==> src/hdl/bpre_pkg.sv <==
// shared types and constants for the bit-plane run-length encoder
package bpre_pkg;

  localparam int PLANES_DEF     = 8;
  localparam int SLOTS_PER_LANE = 3;
  localparam int SAMPLE_W       = 8;
  localparam int COUNT_W        = 8;
  localparam logic [COUNT_W-1:0] RUN_MAX = 8'd255;

  // one token slot produced by a lane
  typedef struct packed {
    logic               vld;
    logic [2:0]         plane;
    logic [COUNT_W-1:0] val;
    logic               start;
  } slot_t;

endpackage

==> src/hdl/bit_plane_run_length_encoder.sv <==
// top level of the bit-plane run-length encoder
// one 8-bit sample per word is split into PLANES bit planes, each coded by its own lane
// (current bit and 8-bit run count); the lanes' tokens for a word are loaded into a
// pending buffer and sent out one per cycle while out_ready is high, in plane order,
// start bit first, then run counts, with last_of_run marking the final token of the
// word. the first token of a word shows on the output the cycle after the word is
// taken. each token is held until accepted; the next sample is taken in the cycle
// its predecessor's last token leaves (in_ready follows out_ready in that cycle), so
// with the receiver ready, words with at most one token (the usual case) go through
// at one per cycle and words with none are taken back to back. the rate is set by the
// number of tokens each word gives and by how often the receiver is ready
module bit_plane_run_length_encoder #(
  parameter int PLANES = bpre_pkg::PLANES_DEF
) (
  input  logic                          clk,
  input  logic                          rst_n,
  input  logic                          in_valid,
  output logic                          in_ready,
  input  logic [bpre_pkg::SAMPLE_W-1:0] in_sample,
  input  logic                          in_first_of_pass,
  input  logic                          in_last_of_pass,
  output logic                          out_valid,
  input  logic                          out_ready,
  output logic [2:0]                    out_plane,
  output logic [bpre_pkg::COUNT_W-1:0]  out_token,
  output logic                          out_is_start,
  output logic                          out_last_of_run
);

  localparam int NSLOT = PLANES * bpre_pkg::SLOTS_PER_LANE;

  logic                         in_fire;
  bpre_pkg::slot_t [NSLOT-1:0]  all_slots;
  bpre_pkg::slot_t              sel;

  // lane state moves only when a word is taken
  assign in_fire = in_valid && in_ready;

  // one lane per bit plane, slots packed lowest plane first
  for (genvar p = 0; p < PLANES; p++) begin : g_lane
    bpre_lane #(
      .PLANE_IDX (p)
    ) u_lane (
      .clk           (clk),
      .rst_n         (rst_n),
      .load          (in_fire),
      .sample        (in_sample),
      .first_of_pass (in_first_of_pass),
      .last_of_pass  (in_last_of_pass),
      .slots         (all_slots[bpre_pkg::SLOTS_PER_LANE*p +: bpre_pkg::SLOTS_PER_LANE])
    );
  end

  // merging stage serialises the word's tokens
  bpre_merge #(
    .NSLOT (NSLOT)
  ) u_merge (
    .clk       (clk),
    .rst_n     (rst_n),
    .load      (in_fire),
    .slots_in  (all_slots),
    .can_load  (in_ready),
    .out_valid (out_valid),
    .out_ready (out_ready),
    .sel       (sel),
    .sel_last  (out_last_of_run)
  );

  assign out_plane    = sel.plane;
  assign out_token    = sel.val;
  assign out_is_start = sel.start;

endmodule

==> src/hdl/bpre_lane.sv <==
// one bit-plane lane: run state and up to three tokens per word
module bpre_lane #(
  parameter int PLANE_IDX = 0
) (
  input  logic                                   clk,
  input  logic                                   rst_n,
  input  logic                                   load,
  input  logic [bpre_pkg::SAMPLE_W-1:0]           sample,
  input  logic                                   first_of_pass,
  input  logic                                   last_of_pass,
  output bpre_pkg::slot_t [bpre_pkg::SLOTS_PER_LANE-1:0] slots
);

  localparam logic [2:0] BIT_SEL = 3'(PLANE_IDX % 8);

  logic                          bit_r, bit_nxt;
  logic [bpre_pkg::COUNT_W-1:0]  cnt_r, cnt_nxt;
  logic                          bit_in;
  logic                          base_bit;
  logic [bpre_pkg::COUNT_W-1:0]  base_cnt;
  logic [bpre_pkg::COUNT_W-1:0]  cnt_pre;
  logic                          chg;
  logic                          wrap;

  assign bit_in = (PLANE_IDX < 8) ? sample[BIT_SEL] : 1'b0;

  always_comb begin
    base_bit = first_of_pass ? bit_in : bit_r;
    base_cnt = first_of_pass ? '0 : cnt_r;
    chg      = !first_of_pass && (bit_in != bit_r);
    wrap     = !chg && (base_cnt == bpre_pkg::RUN_MAX);
    cnt_pre  = (chg || wrap) ? '0 : base_cnt;
    cnt_nxt  = cnt_pre + 8'd1;
    bit_nxt  = chg ? bit_in : base_bit;
  end

  always_comb begin
    // slot a: start bit, changed-run count or saturated run
    slots[0].vld   = first_of_pass || chg || wrap;
    slots[0].plane = 3'(PLANE_IDX % 8);
    slots[0].start = first_of_pass;
    slots[0].val   = first_of_pass ? {7'd0, bit_in} : (wrap ? bpre_pkg::RUN_MAX : cnt_r);
    // slot b: zero-length run after saturation
    slots[1].vld   = wrap;
    slots[1].plane = 3'(PLANE_IDX % 8);
    slots[1].start = 1'b0;
    slots[1].val   = '0;
    // slot c: flush on last word
    slots[2].vld   = last_of_pass;
    slots[2].plane = 3'(PLANE_IDX % 8);
    slots[2].start = 1'b0;
    slots[2].val   = cnt_nxt;
  end

  always_ff @(posedge clk) begin
    if (!rst_n) begin
      bit_r <= 1'b0;
      cnt_r <= '0;
    end else if (load) begin
      bit_r <= bit_nxt;
      cnt_r <= cnt_nxt;
    end
  end

endmodule

==> src/hdl/bpre_merge.sv <==
// merging stage: holds one word's tokens and sends them out lowest slot first
module bpre_merge #(
  parameter int NSLOT = bpre_pkg::PLANES_DEF * bpre_pkg::SLOTS_PER_LANE
) (
  input  logic                          clk,
  input  logic                          rst_n,
  input  logic                          load,
  input  bpre_pkg::slot_t [NSLOT-1:0]   slots_in,
  output logic                          can_load,
  output logic                          out_valid,
  input  logic                          out_ready,
  output bpre_pkg::slot_t               sel,
  output logic                          sel_last
);

  logic [NSLOT-1:0]            mask_r, mask_nxt;
  bpre_pkg::slot_t [NSLOT-1:0] pend_r;
  logic [NSLOT-1:0]            low;
  logic [NSLOT-1:0]            rest;
  logic [NSLOT-1:0]            new_mask;

  assign low      = mask_r & (~mask_r + NSLOT'(1));
  assign rest     = mask_r & ~low;
  assign out_valid = |mask_r;
  assign sel_last  = ~|rest;
  assign can_load  = ~|mask_r || (out_ready && ~|rest);

  always_comb begin
    sel = '0;
    for (int k = 0; k < NSLOT; k++) begin
      new_mask[k] = slots_in[k].vld;
      if (low[k]) sel = sel | pend_r[k];
    end
  end

  always_comb begin
    mask_nxt = mask_r;
    if (load) mask_nxt = new_mask;
    else if (out_valid && out_ready) mask_nxt = rest;
  end

  always_ff @(posedge clk) begin
    if (!rst_n) mask_r <= '0;
    else        mask_r <= mask_nxt;
  end

  always_ff @(posedge clk) begin
    if (load) pend_r <= slots_in;
  end

endmodule

==> config.mk <==
export PLATFORM = sky130hd
export DESIGN_NAME = bit_plane_run_length_encoder
export DESIGN_NICKNAME = d
export VERILOG_FILES = /design/src/hdl/bpre_pkg.sv /design/src/hdl/bit_plane_run_length_encoder.sv /design/src/hdl/bpre_lane.sv /design/src/hdl/bpre_merge.sv
export SDC_FILE = /design/constraint.sdc
export NUM_CORES = 1
export LEC_CHECK = 0
export BUFFER_PORTS_ARGS = -buffer_cell sky130_fd_sc_hd__buf_2
export CAP_MARGIN = 20
export CORE_UTILIZATION = 45
export CTS_CLUSTER_DIAMETER = 40
export CTS_CLUSTER_SIZE = 14
export DETAILED_ROUTE_END_ITERATION = 7
export PLACE_DENSITY_LB_ADDON = 0.08
export RECOVER_POWER = 25
export SLEW_MARGIN = 20
export SYNTH_ARGS = -nofsm -noshare
export SYNTH_HDL_FRONTEND = slang
export SYNTH_HIERARCHICAL = 1
export SYNTH_SLANG_ARGS = --single-unit
==> constraint.sdc <==
create_clock -name clk -period 14.85 [get_ports clk]
set_input_delay 0.7425 -clock clk [delete_from_list [all_inputs] [get_ports clk]]
set_output_delay 0.7425 -clock clk [all_outputs]
set_load 0.01 [all_outputs]
# Word level (Yosys, flattened, before mapping)
# Index checks and enable logic that the tools add are counted.
dict set report op_classes {
  n_addsub 9
  mul 0
  div_mod_pow 0
  n_lt_le_gt_ge 0
  n_eq_ne 16
  shift 0
  mux 74
  n_bitwise 27
  n_reduce_logical 74
}
# operator n
set ops {}
lappend ops {{12-bit 2-to-1 mux} 23}
lappend ops {{8-bit 2-to-1 mux} 24}
lappend ops {{12-bit OR} 8}
lappend ops {{8-bit by 1-bit adder with 8-bit output (second input constant)} 8}
lappend ops {{8-bit == test (second input constant)} 8}
lappend ops {{24-bit AND} 2}
lappend ops {{24-bit 2-to-1 mux} 2}
lappend ops {{24-bit inverter} 2}
lappend ops {{12-bit by 11-bit OR with 12-bit output} 4}
lappend ops {{12-bit OR (second input constant)} 4}
lappend ops {{24-bit OR reduction} 2}
lappend ops {{1-bit logical OR} 25}
lappend ops {{24-bit by 1-bit adder with 24-bit output (second input constant)} 1}
lappend ops {{1-bit 2-to-1 mux} 24}
lappend ops {{12-bit by 10-bit OR with 12-bit output} 2}
lappend ops {{12-bit by 11-bit OR with 12-bit output (second input constant)} 2}
lappend ops {{1-bit logical AND} 19}
lappend ops {{2-bit nonzero test} 9}
lappend ops {{2-bit AND reduction} 8}
lappend ops {{12-bit by 1-bit OR with 12-bit output (second input constant)} 1}
lappend ops {{12-bit by 10-bit OR with 12-bit output (second input constant)} 1}
lappend ops {{12-bit by 9-bit OR with 12-bit output} 1}
lappend ops {{1-bit logical NOT} 11}
lappend ops {{9-bit 2-to-1 mux} 1}
lappend ops {{1-bit != test} 8}
dict set report totals {
  regBits 225
  latchBits 0
  ramBits 0
  romBits 0
  in_bits 14
  n_memories 0
}

# Longest topological paths before layout
dict set report depth {
  depth_word 50
  depth_mapped 15
}

# Modules after synthesis
# The synthesis kept the hierarchy.
# mod n_inst cells_per_inst area_per_inst_um2 seq_area_each_um2
set modules_own_cells {}
lappend modules_own_cells {bpre_merge 1 872 13208.9 9849.4}
lappend modules_own_cells {{bpre_lane at g_lane[1].u_lane ...} 7 112 869.6 180.2}
lappend modules_own_cells {{bpre_lane at g_lane[0].u_lane} 1 111 865.8 180.2}
lappend modules_own_cells {bit_plane_run_length_encoder 1 1 6.3 0.0}

# Worst setup path after synthesis
# No wires, ideal clock.
dict set report synth_timing {
  kind {reg2reg}
  from {register u_merge.mask_r[0]}
  to {register g_lane[0].u_lane/cnt_r[6] in the netlist's numbering}
  arrival_ns 11.296
  setup_slack_ns 3.496
  path_stages_with_launch 16
  path_cell_list {dfxtp_1 -> buf_6 -> nor4_4 -> and4_1 -> buf_4 -> buf_4 -> a31oi_2 -> a2111oi_4 -> nand4_1 -> a21oi_1 -> and2_1 -> buf_2 -> inv_1 -> or4_1 -> o2bb2ai_1 -> o21a_1}
}
dict set report synth_via {
  elab_chain_cells 10
  word_cells_on_any_way 12
}
# item line_no
set synth_rtl {}
lappend synth_rtl {{start, declared} bpre_merge.sv:16} ;# logic [NSLOT-1:0] mask_r, mask_nxt;
lappend synth_rtl {{start signal, assigned} bpre_merge.sv:44} ;# else mask_r <= mask_nxt;
lappend synth_rtl {{24-bit inverter} bpre_merge.sv:22} ;# assign low = mask_r & (~mask_r + NSLOT'(1));
lappend synth_rtl {{24-bit by 1-bit adder with 24-bit output} bpre_merge.sv:22}
lappend synth_rtl {{24-bit AND} bpre_merge.sv:22}
lappend synth_rtl {{24-bit inverter} bpre_merge.sv:23} ;# assign rest = mask_r & ~low;
lappend synth_rtl {{24-bit AND} bpre_merge.sv:23}
lappend synth_rtl {{24-bit OR reduction} bpre_merge.sv:26} ;# assign can_load = ~|mask_r || (out_ready && ~|rest);
lappend synth_rtl {{1-bit logical NOT} bpre_merge.sv:26}
lappend synth_rtl {{1-bit logical AND} bpre_merge.sv:26}
lappend synth_rtl {{1-bit logical OR *} bpre_merge.sv:26}
lappend synth_rtl {{net in_ready} bit_plane_run_length_encoder.sv:18} ;# output logic in_ready,
lappend synth_rtl {{1-bit logical AND *} bit_plane_run_length_encoder.sv:37} ;# assign in_fire = in_valid && in_ready;
lappend synth_rtl {{net in_fire} bit_plane_run_length_encoder.sv:32} ;# logic in_fire;
lappend synth_rtl {{end signal, assigned} bpre_lane.sv:61} ;# cnt_r <= cnt_nxt;
lappend synth_rtl {{end, declared} bpre_lane.sv:17} ;# logic [bpre_pkg::COUNT_W-1:0] cnt_r, cnt_nxt;
# Mark *: on every way through the listed nets, which the timed path passes. The rest lies on a longest branch.
# A chain may end at the register's enable or synchronous reset.

# Worst setup path in the final report
dict set report layout_timing {
  from {register u_merge.mask_r[0]}
  to {register g_lane[2].u_lane/cnt_r[6] in the netlist's numbering}
}
dict set report layout_via {
  elab_chain_cells 10
  word_cells_on_any_way 12
}
# item line_no
set layout_rtl {}
lappend layout_rtl {{24-bit inverter} bpre_merge.sv:22}
lappend layout_rtl {{24-bit by 1-bit adder with 24-bit output} bpre_merge.sv:22}
lappend layout_rtl {{24-bit AND} bpre_merge.sv:22}
lappend layout_rtl {{24-bit inverter} bpre_merge.sv:23}
lappend layout_rtl {{24-bit AND} bpre_merge.sv:23}
lappend layout_rtl {{24-bit OR reduction} bpre_merge.sv:26}
lappend layout_rtl {{1-bit logical NOT} bpre_merge.sv:26}
lappend layout_rtl {{1-bit logical AND} bpre_merge.sv:26}
lappend layout_rtl {{1-bit logical OR *} bpre_merge.sv:26}
lappend layout_rtl {{1-bit logical AND *} bit_plane_run_length_encoder.sv:37}
lappend layout_rtl {{net in_fire} bit_plane_run_length_encoder.sv:32}
lappend layout_rtl {{end signal, assigned} bpre_lane.sv:61}
lappend layout_rtl {{end, declared} bpre_lane.sv:17}
# Marks and branches as above.

==> results.sh <==
export IMPL_busiest_layer="met2"
export IMPL_setup_viol=0
export IMPL_fin_crit_ns=6.869
export IMPL_clk_path_buf_depth=3
export IMPL_htreeDepth=3
export IMPL_skew_ns=0.02497
export IMPL_rows=75
export IMPL_yosys_warnings=6
export IMPL_overflow=0
export IMPL_status="finished with violations"
export IMPL_drt_first_pass_iters=6
export IMPL_ir_worst_vdd_mv=0.1895
export IMPL_syn_area_um2=19290
export IMPL_grt_pass1_vias=11917
export IMPL_synth_cells=1721
export IMPL_postRouteAntennaNets=0
export IMPL_holdCritPathClass="in -> reg"
export IMPL_r2r_cells=13
export IMPL_cts_tree="built"
export IMPL_cp_end_kind="flip-flop"
export IMPL_tns_ns=0
export IMPL_fin_ws_ns=7.981
export IMPL_clkTransAtPathRegs_ns=0.05
export IMPL_core_um2=42130
export IMPL_start_util_pct=45.79
export IMPL_layout_common_cells="288 x edfxtp_1, 152 x conb_1, 117 x nand2_1"
export IMPL_viasPerCell=5.441
export IMPL_path_class="reg -> reg"
export IMPL_fin_crit_sh_pct=46.25
export IMPL_crit_required_ns=15.37
export IMPL_pre_cts_slack_ns=8.618
export IMPL_maxSlewViolCount=141
export IMPL_drt_wirelength_per_cell_um=20.73
export IMPL_cts_root_buf="clkbuf_16"
export IMPL_vias=12443
export IMPL_route_detailed_drc=0
export IMPL_grt_max_degree=150
export IMPL_arrival_ns=7.39
export IMPL_slew_headroom_pct=-84.74
export IMPL_cp_max_fo=78
export IMPL_min_path_cells=3
export IMPL_final_nets=1715
export IMPL_cts_made_buffers=66
export IMPL_port_buffers=28
export IMPL_fillers=3787
export IMPL_cts_sinks=384
export IMPL_hold_buffers=0
export IMPL_failed_checks="capacitance limit, slew limit"
export IMPL_cap_violations=3
export IMPL_final_common_cell="edfxtp_1"
export IMPL_io_pins=29
export IMPL_drive_gt1_share_pct=10.70
export IMPL_dieArea_um2=43700
export IMPL_cts_resized=0
export IMPL_dieWidth_um=209.1
export IMPL_die_h_um=209.1
export IMPL_antenna_found_initial=2
export IMPL_grt_use_total_pct=21.86
export IMPL_grt_pass1_wl_mm=72.20
export IMPL_dp_hpwl_mm=31.61
export IMPL_hold_violations=0
export IMPL_grtUsageMet3_pct=4.629
export IMPL_max_slew_worst_pin_slew_ns=2.771
export IMPL_postCtsSetupRepairBufs=0
export IMPL_drt_iter0_markers=872
export IMPL_gr_usage_met2_pct=32.67
export IMPL_synth_avg_cell_area_um2=11.21
export IMPL_gp_congestion=0.8794
export IMPL_fmax_mhz=145.6
export IMPL_clkLatencyLatePin_ns=0.60
export IMPL_rsz0062_at_grt="no"
export IMPL_leakagePower_nw=7.445
export IMPL_power_density_nw_per_um2=246.7
export IMPL_wirelength_mm=47.42
export IMPL_grt_use_met1_pct=31.45
export IMPL_area_delta_synth_final_pct=9.858
export IMPL_crit_path_start_kind="flip-flop"
-- worst max-delay path, stage by stage (launching register included) --
cell and delay [ns]:
dfxtp_1 0.60, nor4_1 1.08, nand4_4 0.51, o41a_1 0.57, a2111oi_4 0.31, nand4_1 0.13, a21oi_1 0.23, and2_4 0.58
buf_4 0.80, buf_4 0.75, inv_1 0.30, or4_1 0.56, o2bb2ai_1 0.14, o21a_1 0.12
-- final timing paths --
check,slack (ns),from,end
worst max-delay path,7.98,u_merge/mask_r[0],g_lane[2].u_lane/cnt_r[6]
worst min-delay path,0.51,in_sample[0],g_lane[0].u_lane/bit_r
worst max register to register,7.98,u_merge/mask_r[0],g_lane[2].u_lane/cnt_r[6]
worst min register to register,0.52,g_lane[4].u_lane/cnt_r[5],g_lane[4].u_lane/cnt_r[5]
-- through the flow --
step                      instances  hold WS, ns  area [um^2]  util [%]  total power, W
final                          2287       0.5060        21190     50.30        0.005229
after global routing           2286       0.5323        21190     50.30        0.005494
after CTS                      2286       0.4841        21270     50.48        0.005275
after detailed placement       2164       0.5129        18990     45.07        0.003722
after global placement         2164       0.5074        18990     45.07        0.003707
after floorplan                1858       0.4790        19810         -        0.003281
-- power by group --
group	total (W)	switching (W)	internal (W)
logic	0.00168	0.00123	0.000449
registers	0.00202	0.000232	0.00179
clock network	0.00153	0.000576	0.000957
-- flip-flops by register name (all words and copies together), names as in the netlist --
signal	count
u_merge/mask_r	24
g_lane.u_lane/cnt_r	64
g_lane.u_lane/bit_r	8
u_merge/pend_r	288
-- metal layers --
layer | up-vias | share of wire, %
met2 | 315 | 44
met4 | 4 | 2.9
met1 | 6035 | 47
met3 | 89 | 6.1
met5 | - | 0.055
li1 | 6000 | -
-- layout make-up --
cell class / instances / area [um^2] / area share, %
Sequential cell: 384 / 10570 / 49.87
Multi-Input combinational cell: 1127 / 7119 / 33.59
Clock buffer: 78 / 1757 / 8.289
Tap cell: 539 / 674.4 / 3.182
Clock inverter: 44 / 519.2 / 2.450
Timing Repair Buffer: 50 / 311.5 / 1.470
Inverter: 64 / 240.2 / 1.133
Antenna cell: 1 / 2.502 / 0.01181
Power figures use the tool's default switching activity.
